`src/tdp_pkg.sv`:
```
// ----------------------------------------------------------------------------
// tdp_pkg
// Shared constants and types for the trial-division prime test unit.
// ----------------------------------------------------------------------------
package tdp_pkg;

    localparam int VALUE_WIDTH = 16;
    // divisor must reach floor(sqrt(max)) + 1
    localparam int DIV_WIDTH   = (VALUE_WIDTH + 1) / 2 + 1;
    localparam int SQ_WIDTH    = 2 * DIV_WIDTH;
    localparam int CNT_WIDTH   = $clog2(VALUE_WIDTH);

    typedef struct packed {
        logic done;
        logic zero;
    } t_rem_stat;

endpackage

```
`src/trial_division_prime_test_unit.sv`:
```
// ----------------------------------------------------------------------------
// trial_division_prime_test_unit
// Primality test by trial division, divisors 2, 3, ... while d*d <= value.
// ----------------------------------------------------------------------------
//  channel  | signals                          | word
//  ---------+----------------------------------+----------------------------
//  in       | i_valid, o_stall, i_candidate    | value to test
//  out      | o_valid, i_stall, o_is_prime     | 1 if prime
//
//  Each divisor takes a check step, a start step, a bit-serial remainder
//  over the VALUE_WIDTH dividend bits and a done step. The input is stalled
//  from the taking of a word until its result moves to the output register,
//  so a prime word holds it through every divisor up to floor(sqrt(v)), plus any output stall.
//  One word is in work at a time; a new word is taken while a result waits
//  in the output register. Synchronous active-low reset clears control state only.
// ----------------------------------------------------------------------------
module trial_division_prime_test_unit (
    input  logic                            i_clk,
    input  logic                            i_rst_n,
    input  logic                            i_valid,
    output logic                            o_stall,
    input  logic [tdp_pkg::VALUE_WIDTH-1:0] i_candidate,
    output logic                            o_valid,
    input  logic                            i_stall,
    output logic                            o_is_prime
);

    typedef enum logic [2:0] {
        S_IDLE,
        S_CHECK,
        S_DIV,
        S_DONE
    } t_state;

    t_state                          r_state;
    logic                            r_valid;
    logic                            r_prime;
    logic                            r_res;
    logic                            r_start;
    logic [tdp_pkg::VALUE_WIDTH-1:0] r_cand;
    logic [tdp_pkg::DIV_WIDTH-1:0]   r_d;
    logic [tdp_pkg::SQ_WIDTH-1:0]    r_sq;
    logic [tdp_pkg::SQ_WIDTH-1:0]    n_sq;
    tdp_pkg::t_rem_stat              w_stat;
    logic                            w_accept;
    logic                            w_out_free;

    assign o_stall    = (r_state != S_IDLE);
    assign w_accept   = i_valid && !o_stall;
    assign w_out_free = !r_valid || !i_stall;
    // (d+1)^2 = d^2 + 2d + 1
    assign n_sq       = r_sq + tdp_pkg::SQ_WIDTH'({r_d, 1'b1});

    tdp_rem_unit u_rem (
        .i_clk      (i_clk),
        .i_rst_n    (i_rst_n),
        .i_start    (r_start),
        .i_dividend (r_cand),
        .i_divisor  (r_d),
        .o_stat     (w_stat)
    );

    always_ff @(posedge i_clk) begin
        if (!i_rst_n) begin
            r_state <= S_IDLE;
            r_valid <= 1'b0;
            r_start <= 1'b0;
        end else begin
            r_start <= (r_state == S_CHECK) && (r_sq <= tdp_pkg::SQ_WIDTH'(r_cand));
            if (r_valid && !i_stall && (r_state != S_DONE)) begin
                r_valid <= 1'b0;
            end
            unique case (r_state)
                S_IDLE: begin
                    if (w_accept) begin
                        r_cand <= i_candidate;
                        r_d    <= tdp_pkg::DIV_WIDTH'(2);
                        r_sq   <= tdp_pkg::SQ_WIDTH'(4);
                        if (i_candidate < tdp_pkg::VALUE_WIDTH'(2)) begin
                            r_res   <= 1'b0;
                            r_state <= S_DONE;
                        end else begin
                            r_state <= S_CHECK;
                        end
                    end
                end
                S_CHECK: begin
                    if (r_sq > tdp_pkg::SQ_WIDTH'(r_cand)) begin
                        r_res   <= 1'b1;
                        r_state <= S_DONE;
                    end else begin
                        r_state <= S_DIV;
                    end
                end
                S_DIV: begin
                    if (w_stat.done) begin
                        if (w_stat.zero) begin
                            r_res   <= 1'b0;
                            r_state <= S_DONE;
                        end else begin
                            r_d     <= r_d + 1'b1;
                            r_sq    <= n_sq;
                            r_state <= S_CHECK;
                        end
                    end
                end
                S_DONE: begin
                    if (w_out_free) begin
                        r_valid <= 1'b1;
                        r_prime <= r_res;
                        r_state <= S_IDLE;
                    end
                end
                default: begin
                    r_state <= S_IDLE;
                end
            endcase
        end
    end

    assign o_valid    = r_valid;
    assign o_is_prime = r_prime;

endmodule

```
`src/tdp_rem_unit.sv`:
```
// ----------------------------------------------------------------------------
// tdp_rem_unit
// Bit-serial restoring remainder: one dividend bit per cycle, all VALUE_WIDTH
// bits per divisor. Reports completion and a zero-remainder flag.
// ----------------------------------------------------------------------------
module tdp_rem_unit (
    input  logic                              i_clk,
    input  logic                              i_rst_n,
    input  logic                              i_start,
    input  logic [tdp_pkg::VALUE_WIDTH-1:0]   i_dividend,
    input  logic [tdp_pkg::DIV_WIDTH-1:0]     i_divisor,
    output tdp_pkg::t_rem_stat                o_stat
);

    logic                            r_busy;
    logic                            r_done;
    logic [tdp_pkg::CNT_WIDTH-1:0]   r_cnt;
    logic [tdp_pkg::VALUE_WIDTH-1:0] r_shift;
    logic [tdp_pkg::DIV_WIDTH-1:0]   r_rem;
    logic [tdp_pkg::DIV_WIDTH:0]     w_trial;
    logic [tdp_pkg::DIV_WIDTH-1:0]   n_rem;

    assign w_trial = {r_rem, r_shift[tdp_pkg::VALUE_WIDTH-1]};

    always_comb begin
        if (w_trial >= {1'b0, i_divisor}) begin
            n_rem = tdp_pkg::DIV_WIDTH'(w_trial - {1'b0, i_divisor});
        end else begin
            n_rem = w_trial[tdp_pkg::DIV_WIDTH-1:0];
        end
    end

    always_ff @(posedge i_clk) begin
        if (!i_rst_n) begin
            r_busy <= 1'b0;
            r_done <= 1'b0;
            r_cnt  <= '0;
        end else begin
            r_done <= 1'b0;
            if (i_start) begin
                r_busy <= 1'b1;
                r_cnt  <= '0;
            end else if (r_busy) begin
                r_cnt <= r_cnt + 1'b1;
                if (r_cnt == tdp_pkg::CNT_WIDTH'(tdp_pkg::VALUE_WIDTH - 1)) begin
                    r_busy <= 1'b0;
                    r_done <= 1'b1;
                end
            end
        end
    end

    always_ff @(posedge i_clk) begin
        if (i_start) begin
            r_shift <= i_dividend;
            r_rem   <= '0;
        end else if (r_busy) begin
            r_shift <= {r_shift[tdp_pkg::VALUE_WIDTH-2:0], 1'b0};
            r_rem   <= n_rem;
        end
    end

    assign o_stat.done = r_done;
    assign o_stat.zero = (r_rem == '0);

endmodule

```
`config.mk`:
```
export PLATFORM = sky130hd
export DESIGN_NAME = trial_division_prime_test_unit
export DESIGN_NICKNAME = d
export VERILOG_FILES = /design/src/tdp_pkg.sv /design/src/trial_division_prime_test_unit.sv /design/src/tdp_rem_unit.sv
export SDC_FILE = /design/constraint.sdc
export NUM_CORES = 1
export LEC_CHECK = 0
export BUFFER_PORTS_ARGS = -buffer_cell sky130_fd_sc_hd__buf_4
export CORE_UTILIZATION = 40
export DETAILED_ROUTE_END_ITERATION = 8
export PLACE_DENSITY_LB_ADDON = 0.25
export SYNTH_ARGS = -nofsm -noshare
export SYNTH_HDL_FRONTEND = slang
export SYNTH_HIERARCHICAL = 1
export SYNTH_SLANG_ARGS = --single-unit
```
`constraint.sdc`:
```
create_clock -name i_clk -period 3.2 [get_ports i_clk]
set_input_delay 0.64 -clock i_clk [delete_from_list [all_inputs] [get_ports i_clk]]
set_output_delay 0.64 -clock i_clk [all_outputs]
set_load 0.01 [all_outputs]
```
# Yosys cells after proc, flatten, opt, wreduce, memory -nomap -nowiden

Index checks and enable logic that the tools add are counted.

Register bits: 81
Bits in latches: 0
Bits in writable memories: 0
Memory bits (read-only): 0
Input bits: 20
Output and inout port bits: 3
Word-level logic and storage cells: 87
Memories kept: 0

$add $sub $neg: 4
Multiply operators: 0
Div/mod/pow operators: 0
Order comparisons: 4
Equality and inequality tests: 12
Shifts and indexed selects: 0
Mux-type cells: 31
Bitwise operators: 2
Reductions and logical operators: 21

Operators by type and width:

| kind                                                                          | count |
|---|---|
| 18-bit 2-to-1 mux                                                             | 3 |
| 9-bit 2-to-1 mux                                                              | 4 |
| 18-bit one-hot mux with 2 select lines                                        | 1 |
| 16-bit 2-to-1 mux                                                             | 2 |
| 18-bit by 10-bit adder with 18-bit output                                     | 1 |
| 18-bit by 16-bit greater-than comparator with 1-bit output                    | 1 |
| 18-bit by 16-bit <= comparator with 1-bit output                              | 1 |
| 9-bit one-hot mux with 2 select lines                                         | 1 |
| 16-bit by 2-bit less-than comparator with 1-bit output, second input constant | 1 |
| 1-bit 2-to-1 mux                                                              | 13 |
| 3-bit one-hot mux with 4 select lines                                         | 1 |
| 10-bit by 9-bit greater-or-equal comparator with 1-bit output                 | 1 |
| 9-bit by 1-bit adder with 9-bit output, second input constant                 | 1 |
| 9-bit zero test                                                               | 1 |
| 3-bit 2-to-1 mux                                                              | 3 |
| 3-bit AND reduction                                                           | 3 |
| 9-bit subtractor                                                              | 1 |
| 2-bit inequality test, second input constant                                  | 4 |
| 7-bit AND reduction                                                           | 1 |
| 3-bit by 2-bit equality test with 1-bit output, second input constant         | 2 |
| 2-bit by 1-bit inequality test with 1-bit output, second input constant       | 3 |
| 3-bit nonzero test                                                            | 2 |
| 5-bit AND reduction                                                           | 1 |
| 4-bit by 1-bit adder with 4-bit output, second input constant                 | 1 |
| 13 further kinds                                                              | 21 |

# Longest topological paths before layout

Depth in word-level cells: 6
Mapped depth: 10
Depth with buffers taken out: 9

# Cells and area by module

The synthesis kept the hierarchy.

By module, submodules not included:

| module                         | instances | cells an instance | area each (um2) | sequential area each (um2) |
|---|---|---|---|---|
| trial_division_prime_test_unit | 1         | 294               | 2,981.6         | 1,431.4 |
| tdp_rem_unit                   | 1         | 171               | 1,794.2         | 780.7 |

# Worst setup path before layout

OpenSTA, ideal clock, no wires.

Path type: reg-to-reg
Start: register r_d[0] (netlist name)
End: register u_rem/r_rem[4] (netlist name)
Setup time: 0.138 ns
Arrival: 2.168 ns
Path slack: 0.894 ns
Cell stages (with the launch flop): 10
Clock period less this slack: 2.306 ns
Path through: edfxtp_1 ha_1 inv_1 fa_1 a211oi_1 o21ai_1 a22oi_2 buf_6 mux2i_1 a211oi_2

Cells in the longest elaborated chain, start to end: 2
Elaborated cells between the ends (all ways): 3
Those cells by class: add/sub (1); order compare (1); mux (1)

Ends and longest elaborated chain:

| what                                                                                              | RTL line                               | text |
|---|---|---|
| from (decl)                                                                                       | trial_division_prime_test_unit.sv:41   | `logic [tdp_pkg::DIV_WIDTH-1:0] r_d;` |
| from (signal assigned)                                                                            | trial_division_prime_test_unit.sv:77   | `r_d <= tdp_pkg::DIV_WIDTH'(2);` |
| from (signal assigned)                                                                            | trial_division_prime_test_unit.sv:101  | `r_d <= r_d + 1'b1;` |
| 9-bit subtractor or 10-bit by 9-bit greater-or-equal comparator with 1-bit output (tied branches) | tdp_rem_unit.sv:27, tdp_rem_unit.sv:26 |  |
| 9-bit 2-to-1 mux (*)                                                                              | tdp_rem_unit.sv:26                     | `if (w_trial >= {1'b0, i_divisor}) begin` |
| to (signal assigned)                                                                              | tdp_rem_unit.sv:59                     | `r_rem <= n_rem;` |
| to (decl)                                                                                         | tdp_rem_unit.sv:19                     | `logic [tdp_pkg::DIV_WIDTH-1:0] r_rem;` |

Mark *: on every way between the ends. The rest lies on a longest branch, timed or not.
A chain may end at the register's enable or synchronous reset.

# Final worst setup path

Start: register r_d[0] (netlist name)
End: register u_rem/r_rem[5] (netlist name)

The elaborated chain is that of the path after synthesis.

==> results_dict.tcl <==
set metrics [dict create \
    avgSynthCellArea_sq_um 10.3 \
    post_cts_buffers 0 \
    synth_cells 465 \
    r2r-start "r_d[0]" \
    cp_max_fo 13 \
    total_power_mw 4.16 \
    place_congestion 0.889 \
    holdPathStages 0 \
    rows 39 \
    relSlewSlack_pct 50.8 \
    arrival_ns 3.04 \
    portBuffers 22 \
    drc_errors 2 \
    cp-end-kind "flop" \
    cp_cell_sequence "ha_1 > inv_1 > fa_1 > a211oi_1 > o21ai_1 > a22oi_2 > a2111oi_0 > a221oi_1" \
    cp.required_ns 3.44 \
    viasPerCell 5.65 \
    r2r_setup_slack_ns 0.39 \
    io_pins 23 \
    antenna_cells 0 \
    fin_skew_ns 0.00661 \
    outcome "complete, but fails checks" \
    reg2reg_to "u_rem/r_rem[5]" \
    yosys_register_bits 80 \
    grt_pass1_wl_mm 17.0 \
    drt-pass1-iter-count 7 \
    cap_violations 0 \
    rsz0062_at_grt "false" \
    ir_drop_v 0.000330 \
    post-route-min-period_ns 2.81 \
    first_iter_violations 213 \
    ff_latch_area_sq_um 2210 \
    period_share_pct 87.7 \
    dp_hpwl_mm 7.58 \
    slowest_delay_ns 0.52 \
    fmax_mhz 356 \
    cp_slowest_cell "a22oi_2" \
    clk_pin_slew_ns 0.06 \
    clk_latency_ns 0.33 \
    yosysWarnings 6 \
    grt_max_degree 28 \
    leakage_nw 2.09 \
    power_density_nw_per_um2 770 \
    die-area_sq_um 12400 \
    hp-start "r_res" \
    antenna_found_initial 0 \
    cts_tree "built" \
    root_buffer "clkbuf_16" \
    cts_max_level 3 \
    synth_top_area_share_pct 38.4 \
    yosysTopAreaCell "edfxtp_1" \
    area_delta_synth_final_pct 13.1 \
    hold_viol 0 \
    cts-buffers-inserted 9 \
    overflow 0 \
    final.setup.tns_ns 0 \
    startpoint_type "flop" \
    core-area_sq_um 11500 \
    min_path_type "flop to flop" \
    synthTopCellsByCount "edfxtp_1, inv_1, nor2_1, ha_1, nand2_1" \
    ctsHoldBuffers 0 \
    grt_usage_pct 17.4 \
    tightest_slew_ns 0.738 \
    die_w_microns 111 \
    post_dp_cell_area_sq_um 5080 \
    synth-edff-count 61 \
    start_util_pct 41.5 \
    pre_cts_slack_ns 0.442 \
    layout.nets 547 \
    drv_slew 0 \
    finalSetupViolCount 0 \
    post-synth-top-count-cell "edfxtp_1" \
    fp.dieH_microns 111 \
    synth_flop_cell "edfxtp_1" \
    fillers 1044 \
    final_area_sq_um 5400 \
    clk_path_buf_depth 2 \
    setup_ws_ns 0.394 \
    ys_types 60 \
    synthArstFlopShare_pct 0 \
    synth.area.top_cells "edfxtp_1, ha_1, dfxtp_1" \
    path_class "flop to flop" \
    drt-total-wl_mm 10.2 \
    num_vias 3601 \
    r2r_cells 8 \
    first_global_vias 3477 \
    violations "DRC" \
    synthesis.area_sq_um 4780 \
    min_delay_worst_endpoint "o_is_prime" \
    post_cts_resized 0 \
    synth-seq-area-share_pct 46.3 \
    synth_nets 523 \
    cts.sinks 80 \
    wire_per_inst_microns 15.9 \
    drive_above_1_share_pct 13.0 \
    ant_nets 0 \
    multi_input_area_sq_um 2340 \
]
==> critical path: cells and delay by family, from the launching register on <==
kind            cells  cell delay (ns)
flops               1             0.45
fa+ha+maj           2             0.64
compound gates      5             1.55
buf+inv             1             0.07
==> flip-flops by register name, indices dropped and copies added, names as in the netlist <==
register,cells
r_sq,18
r_cand,16
u_rem/r_shift,16
r_d,9
u_rem/r_rem,9
u_rem/r_cnt,4
r_state,2
o_is_prime,1
o_valid,1
r_res,1
r_start,1
u_rem/r_busy,1
u_rem/r_done,1
==> cell type report <==
| class | instances | area share (%) |
|---|---|---|
| Timing Repair Buffer | 26 | 3.61 |
| Sequential cell | 80 | 40.9 |
| Clock inverter | 6 | 1.71 |
| Multi-Input combinational cell | 332 | 43.4 |
| Clock buffer | 10 | 4.24 |
| Inverter | 40 | 2.78 |
| Tap cell | 143 | 3.31 |
==> metal layers <==
| layer | up-vias | part of all wire [%] | wire, microns | track usage, % |
|---|---|---|---|---|
| met2 | 79 | 48 | 4850 | 29.2 |
| li1 | 1782 | - | - | - |
| met4 | 0 | 1.9 | 194 | 5.68 |
| met5 | - | 0 | 0 | 0 |
| met1 | 1724 | 47 | 4750 | 22.3 |
| met3 | 16 | 3.5 | 353 | 3.61 |
==> power breakdown <==
| part | switching, mW | internal (mW) |
|---|---|---|
| registers | 0.191 | 1.36 |
| clock network | 0.414 | 0.687 |
| logic | 0.876 | 0.636 |
| total | 1.48 | 2.68 |
==> cells by family (layout without fill, tap and decap cells) <==
logic type,Yosys count,after routing,synth area share [%]
DFF,80,80,46.3
buffers and inverters,53,82,4.58
xor gates and xnor gates,16,16,2.93
AOI/OAI and AO/OA,102,102,14.5
muxes,22,22,5.00
and+or+nand+nor,154,154,16.4
adders and majority gates,38,38,10.3
==> metrics by stage <==
step / hold slack, ns / cells / util [%]
5_1_grt: 0.453 / 637 / 46.9
2_1_floorplan: 0.400 / 465 / -
3_3_place_gp: 0.404 / 621 / 44.1
3_5_place_dp: 0.429 / 621 / 44.1
6_report: 0.436 / 637 / 46.9
4_1_cts: 0.443 / 637 / 46.9
==> cells in the final DEF, fill, tap and decap left out, drive strengths merged, types with 4 or more instances in the layout <==
master  count
a211oi      8
a21oi      26
a31oi       4
and3        4
buf        26
clkbuf     10
dfxtp      19
edfxtp     61
ha         36
inv        41
mux2       15
mux2i       7
nand2      31
nand2b      7
nand3      17
nand4       9
nor2       38
nor2b       5
nor3       11
nor4        8
o21a        7
o21ai      21
o21bai      5
o31ai       6
or3         9
or4         5
xnor2       8
xor2        8
==> how the worst max path moves through the flow <==
stage	endpoint	startpoint	cells after the start	slack (ns)
floorplan	u_rem/r_rem[4]	r_d[0]	9	0.89
global placement	u_rem/r_rem[5]	r_d[0]	8	0.57
detailed placement	u_rem/r_rem[5]	r_d[0]	8	0.44
CTS	u_rem/r_rem[5]	r_d[0]	8	0.41
global route	u_rem/r_rem[5]	r_d[0]	8	0.19
finish	u_rem/r_rem[5]	r_d[0]	8	0.39
No activity file was read; power rests on OpenSTA's default activity.
